File: src/rtl/sha256_stream_hasher_assert.svh
// ---------------------------------------------------------------------------
// SHA-256 stream hasher assertion macros
// Concurrent assertion wrappers; empty when SYNTHESIS is defined.
// ---------------------------------------------------------------------------
`ifndef SHA256_STREAM_HASHER_ASSERT_SVH
`define SHA256_STREAM_HASHER_ASSERT_SVH
`ifndef SYNTHESIS
`define SHA_ASSERT_IMPL(label, clk, rst, prop) \
   label: assert property (@(posedge clk) disable iff (rst) prop) \
      else $error("assertion failed");
`define SHA_ASSERT_ALWAYS(label, clk, prop) \
   label: assert property (@(posedge clk) prop) else $error("assertion failed");
`else
`define SHA_ASSERT_IMPL(label, clk, rst, prop)
`define SHA_ASSERT_ALWAYS(label, clk, prop)
`endif
`endif

File: src/rtl/sha_pkg.sv
// ---------------------------------------------------------------------------
// SHA-256 package
// Types, constants and round functions shared by the hasher modules.
// ---------------------------------------------------------------------------
`default_nettype none
package sha_pkg;
   typedef logic [31:0] word_type;

   typedef enum logic [2:0] {
      ST_IDLE,
      ST_PAD,
      ST_COMP,
      ST_FOLD,
      ST_EMIT
   } state_type;

   typedef struct packed {
      logic start;
      logic busy;
      logic done;
   } comp_ctrl_type;

   localparam logic [7:0] PAD_BYTE    = 8'h80;
   localparam logic [5:0] LEN_POS     = 6'h38;
   localparam logic [5:0] LAST_POS    = 6'h3F;
   localparam logic       CMD_ABSORB  = 1'b0;
   localparam logic       CMD_FINISH  = 1'b1;

   localparam word_type INIT_HASH [8] = '{
      32'h6a09e667, 32'hbb67ae85, 32'h3c6ef372, 32'ha54ff53a,
      32'h510e527f, 32'h9b05688c, 32'h1f83d9ab, 32'h5be0cd19};

   localparam word_type ROUND_K [64] = '{
      32'h428a2f98, 32'h71374491, 32'hb5c0fbcf, 32'he9b5dba5,
      32'h3956c25b, 32'h59f111f1, 32'h923f82a4, 32'hab1c5ed5,
      32'hd807aa98, 32'h12835b01, 32'h243185be, 32'h550c7dc3,
      32'h72be5d74, 32'h80deb1fe, 32'h9bdc06a7, 32'hc19bf174,
      32'he49b69c1, 32'hefbe4786, 32'h0fc19dc6, 32'h240ca1cc,
      32'h2de92c6f, 32'h4a7484aa, 32'h5cb0a9dc, 32'h76f988da,
      32'h983e5152, 32'ha831c66d, 32'hb00327c8, 32'hbf597fc7,
      32'hc6e00bf3, 32'hd5a79147, 32'h06ca6351, 32'h14292967,
      32'h27b70a85, 32'h2e1b2138, 32'h4d2c6dfc, 32'h53380d13,
      32'h650a7354, 32'h766a0abb, 32'h81c2c92e, 32'h92722c85,
      32'ha2bfe8a1, 32'ha81a664b, 32'hc24b8b70, 32'hc76c51a3,
      32'hd192e819, 32'hd6990624, 32'hf40e3585, 32'h106aa070,
      32'h19a4c116, 32'h1e376c08, 32'h2748774c, 32'h34b0bcb5,
      32'h391c0cb3, 32'h4ed8aa4a, 32'h5b9cca4f, 32'h682e6ff3,
      32'h748f82ee, 32'h78a5636f, 32'h84c87814, 32'h8cc70208,
      32'h90befffa, 32'ha4506ceb, 32'hbef9a3f7, 32'hc67178f2};

   function automatic word_type rotr(input word_type x, input int n);
      rotr = (x >> n) | (x << (32 - n));
   endfunction

   function automatic word_type sig0(input word_type x);
      sig0 = rotr(x, 7) ^ rotr(x, 18) ^ (x >> 3);
   endfunction

   function automatic word_type sig1(input word_type x);
      sig1 = rotr(x, 17) ^ rotr(x, 19) ^ (x >> 10);
   endfunction

   function automatic word_type bsig0(input word_type x);
      bsig0 = rotr(x, 2) ^ rotr(x, 13) ^ rotr(x, 22);
   endfunction

   function automatic word_type bsig1(input word_type x);
      bsig1 = rotr(x, 6) ^ rotr(x, 11) ^ rotr(x, 25);
   endfunction
endpackage
`default_nettype wire

File: src/rtl/sha_round.sv
// ---------------------------------------------------------------------------
// SHA-256 round engine
// Runs 64 rounds, one per cycle, with a rolling 16-word schedule window.
// ---------------------------------------------------------------------------
`default_nettype none
`include "sha256_stream_hasher_assert.svh"
module sha_round (
   input  wire                   clock,
   input  wire                   reset,
   input  wire                   start,
   input  sha_pkg::word_type     block_words [16],
   input  sha_pkg::word_type     hash_words [8],
   output sha_pkg::word_type     work_words [8],
   output logic                  busy,
   output logic                  done
);
   sha_pkg::word_type w_ff [16];
   sha_pkg::word_type w_in [16];
   sha_pkg::word_type v_ff [8];
   sha_pkg::word_type v_in [8];
   logic [5:0] round_ff, round_in;
   logic       busy_ff, busy_in;
   logic       done_ff, done_in;
   sha_pkg::word_type t1, t2, w_new;

   always_comb begin
      t1 = v_ff[7] + sha_pkg::bsig1(v_ff[4]) + ((v_ff[4] & v_ff[5]) ^ (~v_ff[4] & v_ff[6]))
           + sha_pkg::ROUND_K[round_ff] + w_ff[0];
      t2 = sha_pkg::bsig0(v_ff[0])
           + ((v_ff[0] & v_ff[1]) ^ (v_ff[0] & v_ff[2]) ^ (v_ff[1] & v_ff[2]));
      w_new = w_ff[0] + sha_pkg::sig0(w_ff[1]) + w_ff[9] + sha_pkg::sig1(w_ff[14]);
      w_in = w_ff;
      v_in = v_ff;
      round_in = round_ff;
      busy_in = busy_ff;
      done_in = 1'b0;
      if (start) begin
         w_in = block_words;
         v_in = hash_words;
         round_in = '0;
         busy_in = 1'b1;
      end else if (busy_ff) begin
         for (int i = 0; i < 15; i++) w_in[i] = w_ff[i + 1];
         w_in[15] = w_new;
         v_in[0] = t1 + t2;
         v_in[1] = v_ff[0];
         v_in[2] = v_ff[1];
         v_in[3] = v_ff[2];
         v_in[4] = v_ff[3] + t1;
         v_in[5] = v_ff[4];
         v_in[6] = v_ff[5];
         v_in[7] = v_ff[6];
         round_in = round_ff + 6'd1;
         if (round_ff == 6'd63) begin
            busy_in = 1'b0;
            done_in = 1'b1;
         end
      end
   end

   always_ff @(posedge clock) begin
      w_ff <= w_in;
      v_ff <= v_in;
      round_ff <= round_in;
      if (reset) begin
         busy_ff <= 1'b0;
         done_ff <= 1'b0;
      end else begin
         busy_ff <= busy_in;
         done_ff <= done_in;
      end
   end

   assign work_words = v_ff;
   assign busy = busy_ff;
   assign done = done_ff;

   `SHA_ASSERT_IMPL(a_done_after_busy, clock, reset, done_ff |-> !busy_ff)
   `SHA_ASSERT_IMPL(a_done_single, clock, reset, done_ff |=> !done_ff)
   `SHA_ASSERT_IMPL(a_no_start_busy, clock, reset, start |-> !busy_ff)
endmodule
`default_nettype wire

File: src/rtl/sha256_stream_hasher.sv
// ---------------------------------------------------------------------------
// SHA-256 stream hasher
// Byte-serial SHA-256 with padding and eight-word digest output.
// ---------------------------------------------------------------------------
// Usage:
//   Input channel req_*: one transfer per byte (req_command absorb) or a
//   finish (req_command finish). The message byte is ignored on finish.
//   Result channel rsp_*: after finish, eight transfers carry the digest,
//   word 0 first, rsp_last_word high on word 7.
// Timing:
//   The byte that completes a 64-byte block holds req_ready low while the
//   round engine loads the block, runs 64 rounds and signals completion, and
//   while the result is folded into the hash.
//   Finish appends padding one byte per cycle (up to 72 bytes), runs one or
//   two compressions, then presents the digest at one word per cycle while
//   rsp_ready is high.
// Reset: synchronous, active high; restores the initial hash and a zero
//   byte count. A stall on rsp_ready holds the current word; no new request
//   is taken until the last digest word has transferred.
// ---------------------------------------------------------------------------
`default_nettype none
`include "sha256_stream_hasher_assert.svh"
module sha256_stream_hasher (
   input  wire          clock,
   input  wire          reset,
   input  wire          req_valid,
   output logic         req_ready,
   input  wire          req_command,
   input  wire  [7:0]   req_message_byte,
   output logic         rsp_valid,
   input  wire          rsp_ready,
   output logic [31:0]  rsp_digest_word,
   output logic [2:0]   rsp_word_index,
   output logic         rsp_last_word
);
   sha_pkg::state_type state_ff, state_in;
   sha_pkg::word_type  hash_ff [8];
   sha_pkg::word_type  blk_ff [16];
   sha_pkg::word_type  work_words [8];
   logic [28:0]        count_ff;
   logic [31:0]        bits_ff;
   logic [2:0]         emit_ff;
   logic               round_busy, round_done;
   sha_pkg::comp_ctrl_type ctrl;

   // byte to absorb this cycle, and whether one is absorbed
   logic        absorb_en;
   logic [7:0]  absorb_byte;
   logic [5:0]  pos;
   logic        req_fire, rsp_fire;

   // start the round engine the cycle after the last byte lands in blk_ff
   logic        block_full;
   logic        start_ff;

   // length field goes into the block being padded
   logic        len_here_ff;

   assign pos = count_ff[5:0];
   assign req_fire = req_valid && req_ready;
   assign rsp_fire = rsp_valid && rsp_ready;
   assign block_full = absorb_en && (pos == sha_pkg::LAST_POS);

   // next state
   always_comb begin
      state_in = state_ff;
      case (state_ff)
         sha_pkg::ST_IDLE: begin
            if (req_fire) begin
               if (pos == sha_pkg::LAST_POS) state_in = sha_pkg::ST_COMP;
               else if (req_command == sha_pkg::CMD_FINISH) state_in = sha_pkg::ST_PAD;
            end
         end
         sha_pkg::ST_PAD: begin
            if (pos == sha_pkg::LAST_POS) state_in = sha_pkg::ST_COMP;
         end
         sha_pkg::ST_COMP: begin
            if (round_done) state_in = sha_pkg::ST_FOLD;
         end
         sha_pkg::ST_FOLD: begin
            // padding still pending unless the length field is in place
            if (bits_ff[0] == 1'b1 && !emit_ff[0]) state_in = sha_pkg::ST_PAD;
            else if (emit_ff[1]) state_in = sha_pkg::ST_EMIT;
            else state_in = sha_pkg::ST_IDLE;
         end
         sha_pkg::ST_EMIT: begin
            if (rsp_fire && emit_ff == 3'd7) state_in = sha_pkg::ST_IDLE;
         end
         default: state_in = sha_pkg::ST_IDLE;
      endcase
   end

   // outputs
   always_comb begin
      req_ready = (state_ff == sha_pkg::ST_IDLE);
      rsp_valid = (state_ff == sha_pkg::ST_EMIT);
      ctrl.start = start_ff;
      ctrl.busy = round_busy;
      ctrl.done = round_done;
      absorb_en = 1'b0;
      absorb_byte = req_message_byte;
      case (state_ff)
         sha_pkg::ST_IDLE: begin
            if (req_fire) begin
               absorb_en = 1'b1;
               absorb_byte = (req_command == sha_pkg::CMD_FINISH) ?
                             sha_pkg::PAD_BYTE : req_message_byte;
            end
         end
         sha_pkg::ST_PAD: begin
            absorb_en = 1'b1;
            absorb_byte = 8'h00;
            if (len_here_ff) begin
               case (pos)
                  6'h3C: absorb_byte = bits_ff[31:24];
                  6'h3D: absorb_byte = bits_ff[23:16];
                  6'h3E: absorb_byte = bits_ff[15:8];
                  6'h3F: absorb_byte = {bits_ff[7:1], 1'b0};
                  default: absorb_byte = 8'h00;
               endcase
            end
         end
         default: ;
      endcase
   end

   // Flags kept in emit_ff while padding: bit 0 set once the length field
   // has been written, bit 1 marks a finish in progress. bits_ff[0] is
   // free (bit count is a multiple of eight) and marks padding active.
   logic [31:0] len_word;
   assign len_word = {count_ff, 3'b000};

   always_ff @(posedge clock) begin
      if (absorb_en) begin
         case (pos[1:0])
            2'd0: blk_ff[pos[5:2]] <= {absorb_byte, 24'h0};
            2'd1: blk_ff[pos[5:2]][23:16] <= absorb_byte;
            2'd2: blk_ff[pos[5:2]][15:8] <= absorb_byte;
            default: blk_ff[pos[5:2]][7:0] <= absorb_byte;
         endcase
      end
      if (reset) begin
         state_ff <= sha_pkg::ST_IDLE;
         hash_ff <= sha_pkg::INIT_HASH;
         count_ff <= '0;
         bits_ff <= '0;
         emit_ff <= '0;
         start_ff <= 1'b0;
         len_here_ff <= 1'b0;
      end else begin
         state_ff <= state_in;
         start_ff <= block_full;
         if (absorb_en) count_ff <= count_ff + 29'd1;
         if (state_ff == sha_pkg::ST_IDLE && req_fire
             && req_command == sha_pkg::CMD_FINISH) begin
            bits_ff <= len_word | 32'd1;
            emit_ff <= 3'b010;
            // the length fits only if the pad byte lands before byte 56
            len_here_ff <= (pos < sha_pkg::LEN_POS);
         end
         if (state_ff == sha_pkg::ST_PAD && pos == sha_pkg::LAST_POS && len_here_ff) begin
            emit_ff[0] <= 1'b1;
         end
         if (state_ff == sha_pkg::ST_FOLD) begin
            for (int i = 0; i < 8; i++) hash_ff[i] <= hash_ff[i] + work_words[i];
            if (state_in == sha_pkg::ST_PAD) len_here_ff <= 1'b1;
            if (emit_ff[1]) begin
               if (state_in == sha_pkg::ST_EMIT) begin
                  emit_ff <= 3'd0;
                  bits_ff <= '0;
               end
            end
         end
         if (state_ff == sha_pkg::ST_EMIT && rsp_fire) begin
            emit_ff <= emit_ff + 3'd1;
            if (emit_ff == 3'd7) begin
               hash_ff <= sha_pkg::INIT_HASH;
               count_ff <= '0;
            end
         end
      end
   end

   sha_round u_round (
      .clock       (clock),
      .reset       (reset),
      .start       (ctrl.start),
      .block_words (blk_ff),
      .hash_words  (hash_ff),
      .work_words  (work_words),
      .busy        (round_busy),
      .done        (round_done)
   );

   assign rsp_digest_word = hash_ff[emit_ff];
   assign rsp_word_index = emit_ff;
   assign rsp_last_word = (emit_ff == 3'd7);

   `SHA_ASSERT_IMPL(a_no_req_busy, clock, reset, ctrl.busy |-> !req_ready)
   `SHA_ASSERT_IMPL(a_rsp_not_busy, clock, reset, rsp_valid |-> !ctrl.busy)
   `SHA_ASSERT_IMPL(a_done_fold, clock, reset, ctrl.done |-> state_ff == sha_pkg::ST_COMP)
   `SHA_ASSERT_IMPL(a_excl, clock, reset, !(req_ready && rsp_valid))
   `SHA_ASSERT_IMPL(a_start_comp, clock, reset, ctrl.start |-> state_ff == sha_pkg::ST_COMP)
endmodule
`default_nettype wire

File: config.mk
export PLATFORM = sky130hd
export DESIGN_NAME = sha256_stream_hasher
export DESIGN_NICKNAME = d
export VERILOG_FILES = /design/src/rtl/sha_pkg.sv /design/src/rtl/sha_round.sv /design/src/rtl/sha256_stream_hasher.sv
export VERILOG_INCLUDE_DIRS = /design/src /design/src/rtl
export SDC_FILE = /design/constraint.sdc
export NUM_CORES = 2
export LEC_CHECK = 0
export CORE_ASPECT_RATIO = 1.25
export CORE_MARGIN = 10
export CORE_UTILIZATION = 30
export DETAILED_ROUTE_END_ITERATION = 7
export DONT_BUFFER_PORTS = 1
export GPL_TIMING_DRIVEN = 0
export SYNTH_ARGS = -nofsm -noshare
export SYNTH_HDL_FRONTEND = slang
export SYNTH_SLANG_ARGS = --single-unit
File: constraint.sdc
create_clock -name clock -period 48.5 [get_ports clock]
set_input_delay 7.275 -clock clock [delete_from_list [all_inputs] [get_ports clock]]
set_output_delay 7.275 -clock clock [all_outputs]
set_load 0.02 [all_outputs]
Word level (Yosys, flattened, before mapping). Memories as Yosys holds them, arrays and structs flattened. Cells that the tools add are included.

Flip-flop bits (word level): 1613. Bits in read-only memories: 2048. Bits of input ports: 13. Word-level logic and storage cells: 206. Memories: 1.

Memory list: (no name shown) (words 64, width 32, rd ports 1, clocked after memory_dff 0, write ports 0, line sha_round.sv:28) `+ sha_pkg::ROUND_K[round_ff] + w_ff[0];`.

Add/subtract/negate cells: 21. Order comparisons: 5. Eq/ne operators: 14. Multiplexer cells: 61. Bitwise gates (word level): 31. Reduce and logical (&&, ||, !) cells: 16.

Operator list (number): bitwise mux 512 bit (4); case mux 512 bit (3 select lines) (1); 2-to-1 mux 256 bit (5); 2-to-1 mux 512 bit (2); adder 32 bit (18); demux 32 bit (select 4 bit) (4); 2-to-1 mux 32 bit (9); XOR 32 bit (9); bitwise AND 32 bit (5); binary-select mux 32 bit (select 3 bit) (1); 2-to-1 mux 29 bit (3); 2-to-1 mux 3 bit (13); 2-to-1 mux 8 bit (4); NOT 32 bit (1); bitwise OR 10 x 32 -> 32 bit (1); bitwise OR 13 x 32 -> 32 bit (1); bitwise OR 14 x 32 -> 32 bit (1); bitwise OR 15 x 32 -> 32 bit (1); bitwise OR 19 x 32 -> 32 bit (1); bitwise OR 21 x 32 -> 32 bit (1); bitwise OR 25 x 32 -> 32 bit (1); bitwise OR 26 x 32 -> 32 bit (1); bitwise OR 30 x 32 -> 32 bit (1); bitwise OR 7 x 32 -> 32 bit (1); 33 further kinds (59).

Logic depth before layout (Yosys ltp).
Depth after elaboration: 10. Gate-level depth with buffers: 39. Depth with buffers taken out: 37.

Hierarchy. Synthesis repeated with hierarchy kept, for this count alone.

Cell total of the unflattened synthesis: 9331. Area total of the unflattened synthesis: 99172.6 sq um.

Modules (own cells, without submodules): sha256_stream_hasher (times used 1, cells an instance 5477, area each 50571.0 sq um, seq. area each 21881.0 sq um); sha_round (times used 1, cells an instance 3854, area each 48601.6 sq um, seq. area each 23222.3 sq um).

Worst setup path after synthesis. Ideal clock, no wire load.

Path kind: input to register. From: in req_valid. To: reg (tool-made name). Setup time: 1.141 ns. Arrival: 23.685 ns. Setup slack: 23.675 ns. Stages on the path: 4. Path buffers: 2. Path through: o21ai_0 > clkbuf_1 > clkbuf_1 > nor2_1.

RTL lines: from (decl) (line sha256_stream_hasher.sv:26) `input wire req_valid,`.

==> results.py <==
metrics = {
    "clock_network": {
        "cts_resized": 0,
        "cts.path.max_buffers": 3,
        "clk_pin_slew_worst_paths_ns": 0.06,
        "cts_made_buffers": 181,
        "hold_buffers": 0,
        "cts_setup_buffers": 0,
        "insertion_delay_ns": 0.88,
        "h-tree-depth": 4,
        "cts_tree": "yes",
        "cts_root_buffer": "clkbuf_16",
        "clock-sinks": 1613,
    },
    "yosys": {
        "yosysTopAreaCellShare": 0.400,
        "yosysSeqAreaShare": 0.470,
        "syn_inst": 8652,
        "synth_area_sq_um": 96000,
        "yosys-top-cells-area": "edfxtp_1 40%, mux2_2 8.4%, dfxtp_1 6.9%",
        "ys_types": 95,
        "avgSynthCellArea_sq_um": 11.1,
        "yosys_warnings": 0,
        "async_flop_share": 0,
        "ys_seq_elements": 1613,
        "synth_edf_count": 1280,
        "ys.flop_type": "edfxtp_1",
        "synthesis.nets": 9259,
        "synth_area_leader_cell": "edfxtp_1",
    },
    "die": {
        "pin_count": 51,
        "die_w_um": 526,
        "die-height_um": 653,
        "initial_core_util": 0.301,
        "core_area_sq_um": 319000,
        "die-area_sq_um": 343000,
        "rows": 232,
    },
    "worst_setup_path": {
        "critPathSlowestCell": "clkinv_1",
        "cp.arrival_ns": 13.42,
        "crit_buf_inv": 6,
        "crit_type": "reg2reg",
        "endpoint_kind": "register",
        "cpLargestDelayFamily": "compound AO/OA/AOI/OAI gates",
        "cp.required_ns": 49.12,
        "critPathLaunchType": "register",
        "path_common_cell": "fa_1",
        "cpPeakStageDelay_ns": 0.82,
        "worstPathMaxFanout": 16,
    },
    "run_status": {
        "violations": "capacitance limit, slew limit",
        "outcome": "finished with violations",
    },
    "timing": {
        "tightest_slew_ns": 1.55,
        "tns_ns": 0,
        "finalSetupViolCount": 0,
        "fin_crit_sh": 0.264,
        "rsz0062_at_grt": "no",
        "min_period_ns": 12.80,
        "relSlewSlack": -0.0331,
        "finalHoldViolCount": 0,
        "drv_slew": 47,
        "skew_ns": 0.0726,
        "fmax_mhz": 78.1,
    },
    "global_route": {
        "grt_pass1_wl_mm": 571,
        "grt_pass1_vias": 74600,
        "grt.total_usage": 0.230,
        "antenna_found_initial": 19,
        "grt_max_degree": 66,
        "overflow": 0,
    },
    "final_layout": {
        "drive_gt1_frac": 0.133,
        "final_area_sq_um": 108000,
        "layout_commonest_cell": "edfxtp_1",
        "final_cell_mix": "1280 x edfxtp_1, 1000 x nand2_1, 716 x mux2_2",
        "fill_cells": 31700,
        "syn_to_final_growth_pct": 12.7,
        "num-nets-final": 9480,
    },
    "detailed_routing": {
        "first_pass_iters": 8,
        "wire_per_inst_um": 31.2,
        "via_count": 75400,
        "vias_per_cell": 5.69,
        "ant_nets": 0,
        "dr.first_iter.drc_count": 8220,
        "drc": 0,
        "wl_mm": 413,
    },
    "placed_design": {
        "gp_congestion": 0.998,
        "hpwlAfterDp_mm": 319,
        "portBuffers": 0,
        "postPlaceCellArea_sq_um": 102000,
    },
    "hold_path": {
        "hold_class": "reg2reg",
    },
    "flow_run": {
        "drv_cap": 7,
    },
    "power": {
        "peakVddDrop_uv": 34.5,
        "leakage_nw": 39.9,
        "power_density_nw_per_um2": 33.0,
    },
}
[per-stage QoR]
stage	std cells	hold WS, ns	setup slack (ns)	util	power [mW]
floorplan	8652	0.436	23.67	-	2.00
CTS	13200	0.459	36.05	0.339	3.57
global placement	12900	0.444	14.03	0.318	2.17
detailed placement	12900	0.451	36.09	0.320	2.16
global route	13200	0.485	35.47	0.339	3.68
finish	13300	0.457	35.70	0.339	3.57
[cell type report]
class                      count  area, sq um  area share
clock inverter               105         1130      0.0105
antenna                       11         27.5    0.000254
sequential                  1613        45100       0.417
clock buffer                 233         4880      0.0451
buffer                       482         1860      0.0172
inverter                     301         1130      0.0104
tap                         4212         5270      0.0487
multi-input combinational   6256        48000       0.444
timing repair buffer          38          788     0.00728
[where the power goes]
group	internal (mW)	switching [mW]	total (mW)
sequential	1.62	0.0572	1.68
combinational	0.168	0.297	0.465
clock	0.788	0.637	1.43
[kinds of logic after synthesis]
| group | after synthesis | share of synthesized area |
|---|---|---|
| adders and majority gates | 617 | 0.0950 |
| xor gates and xnor gates | 579 | 0.0529 |
| and+or+nand+nor | 1938 | 0.0873 |
| AOI/OAI and AO/OA | 2294 | 0.159 |
| DFF | 1613 | 0.470 |
| buffers and inverters | 783 | 0.0308 |
| muxes | 828 | 0.105 |
[worst paths after layout]
path | depth (start not counted) | endpoint | startpoint | slack (ns)
worst max-delay path | 36 | u_round.work_words[255]$_DFFE_PP_ | u_round.round_ff[0]$_SDFFE_PP0P_ | 35.70
worst min-delay path | 2 | bits_ff[30]$_SDFF_PP0_ | bits_ff[30]$_SDFF_PP0_ | 0.46
worst max register to register | 36 | u_round.work_words[255]$_DFFE_PP_ | u_round.round_ff[0]$_SDFFE_PP0P_ | 35.70
worst min register to register | 2 | bits_ff[30]$_SDFF_PP0_ | bits_ff[30]$_SDFF_PP0_ | 0.46
[tightest hold or removal path, cell delays in order (launching register included)]
cell and delay (ns):
dfxtp_1 0.31, nand2_1 0.05, a21oi_1 0.05
[synth_stat cells (all sizes together) (12+ instances only)]
cell	n
a2111oi	12
a211o	14
a211oi	69
a21o	290
a21oi	541
a221oi	12
a22o	365
a22oi	28
a31oi	43
and2	31
and3	41
buf	65
clkbuf	417
dfxtp	333
edfxtp	1280
fa	195
ha	399
inv	298
maj3	23
mux2	717
mux2i	39
mux4	72
nand2	1000
nand2b	54
nand3	111
nand4	36
nor2	436
nor2b	46
nor3	79
nor3b	12
o211ai	121
o21a	61
o21ai	530
o21bai	39
o22ai	13
o311ai	12
o31ai	32
or2	13
or3	37
xnor2	386
xor2	192
[per-layer routing]
metal | part of all wire | GRT usage | up-vias
li1 | - | - | 32400
met1 | 0.36 | 0.255 | 37600
met2 | 0.47 | 0.388 | 4033
met3 | 0.070 | 0.0373 | 1218
met4 | 0.10 | 0.193 | 4
met5 | 0.000065 | 0 | -
(Power assumes the default switching activity.)
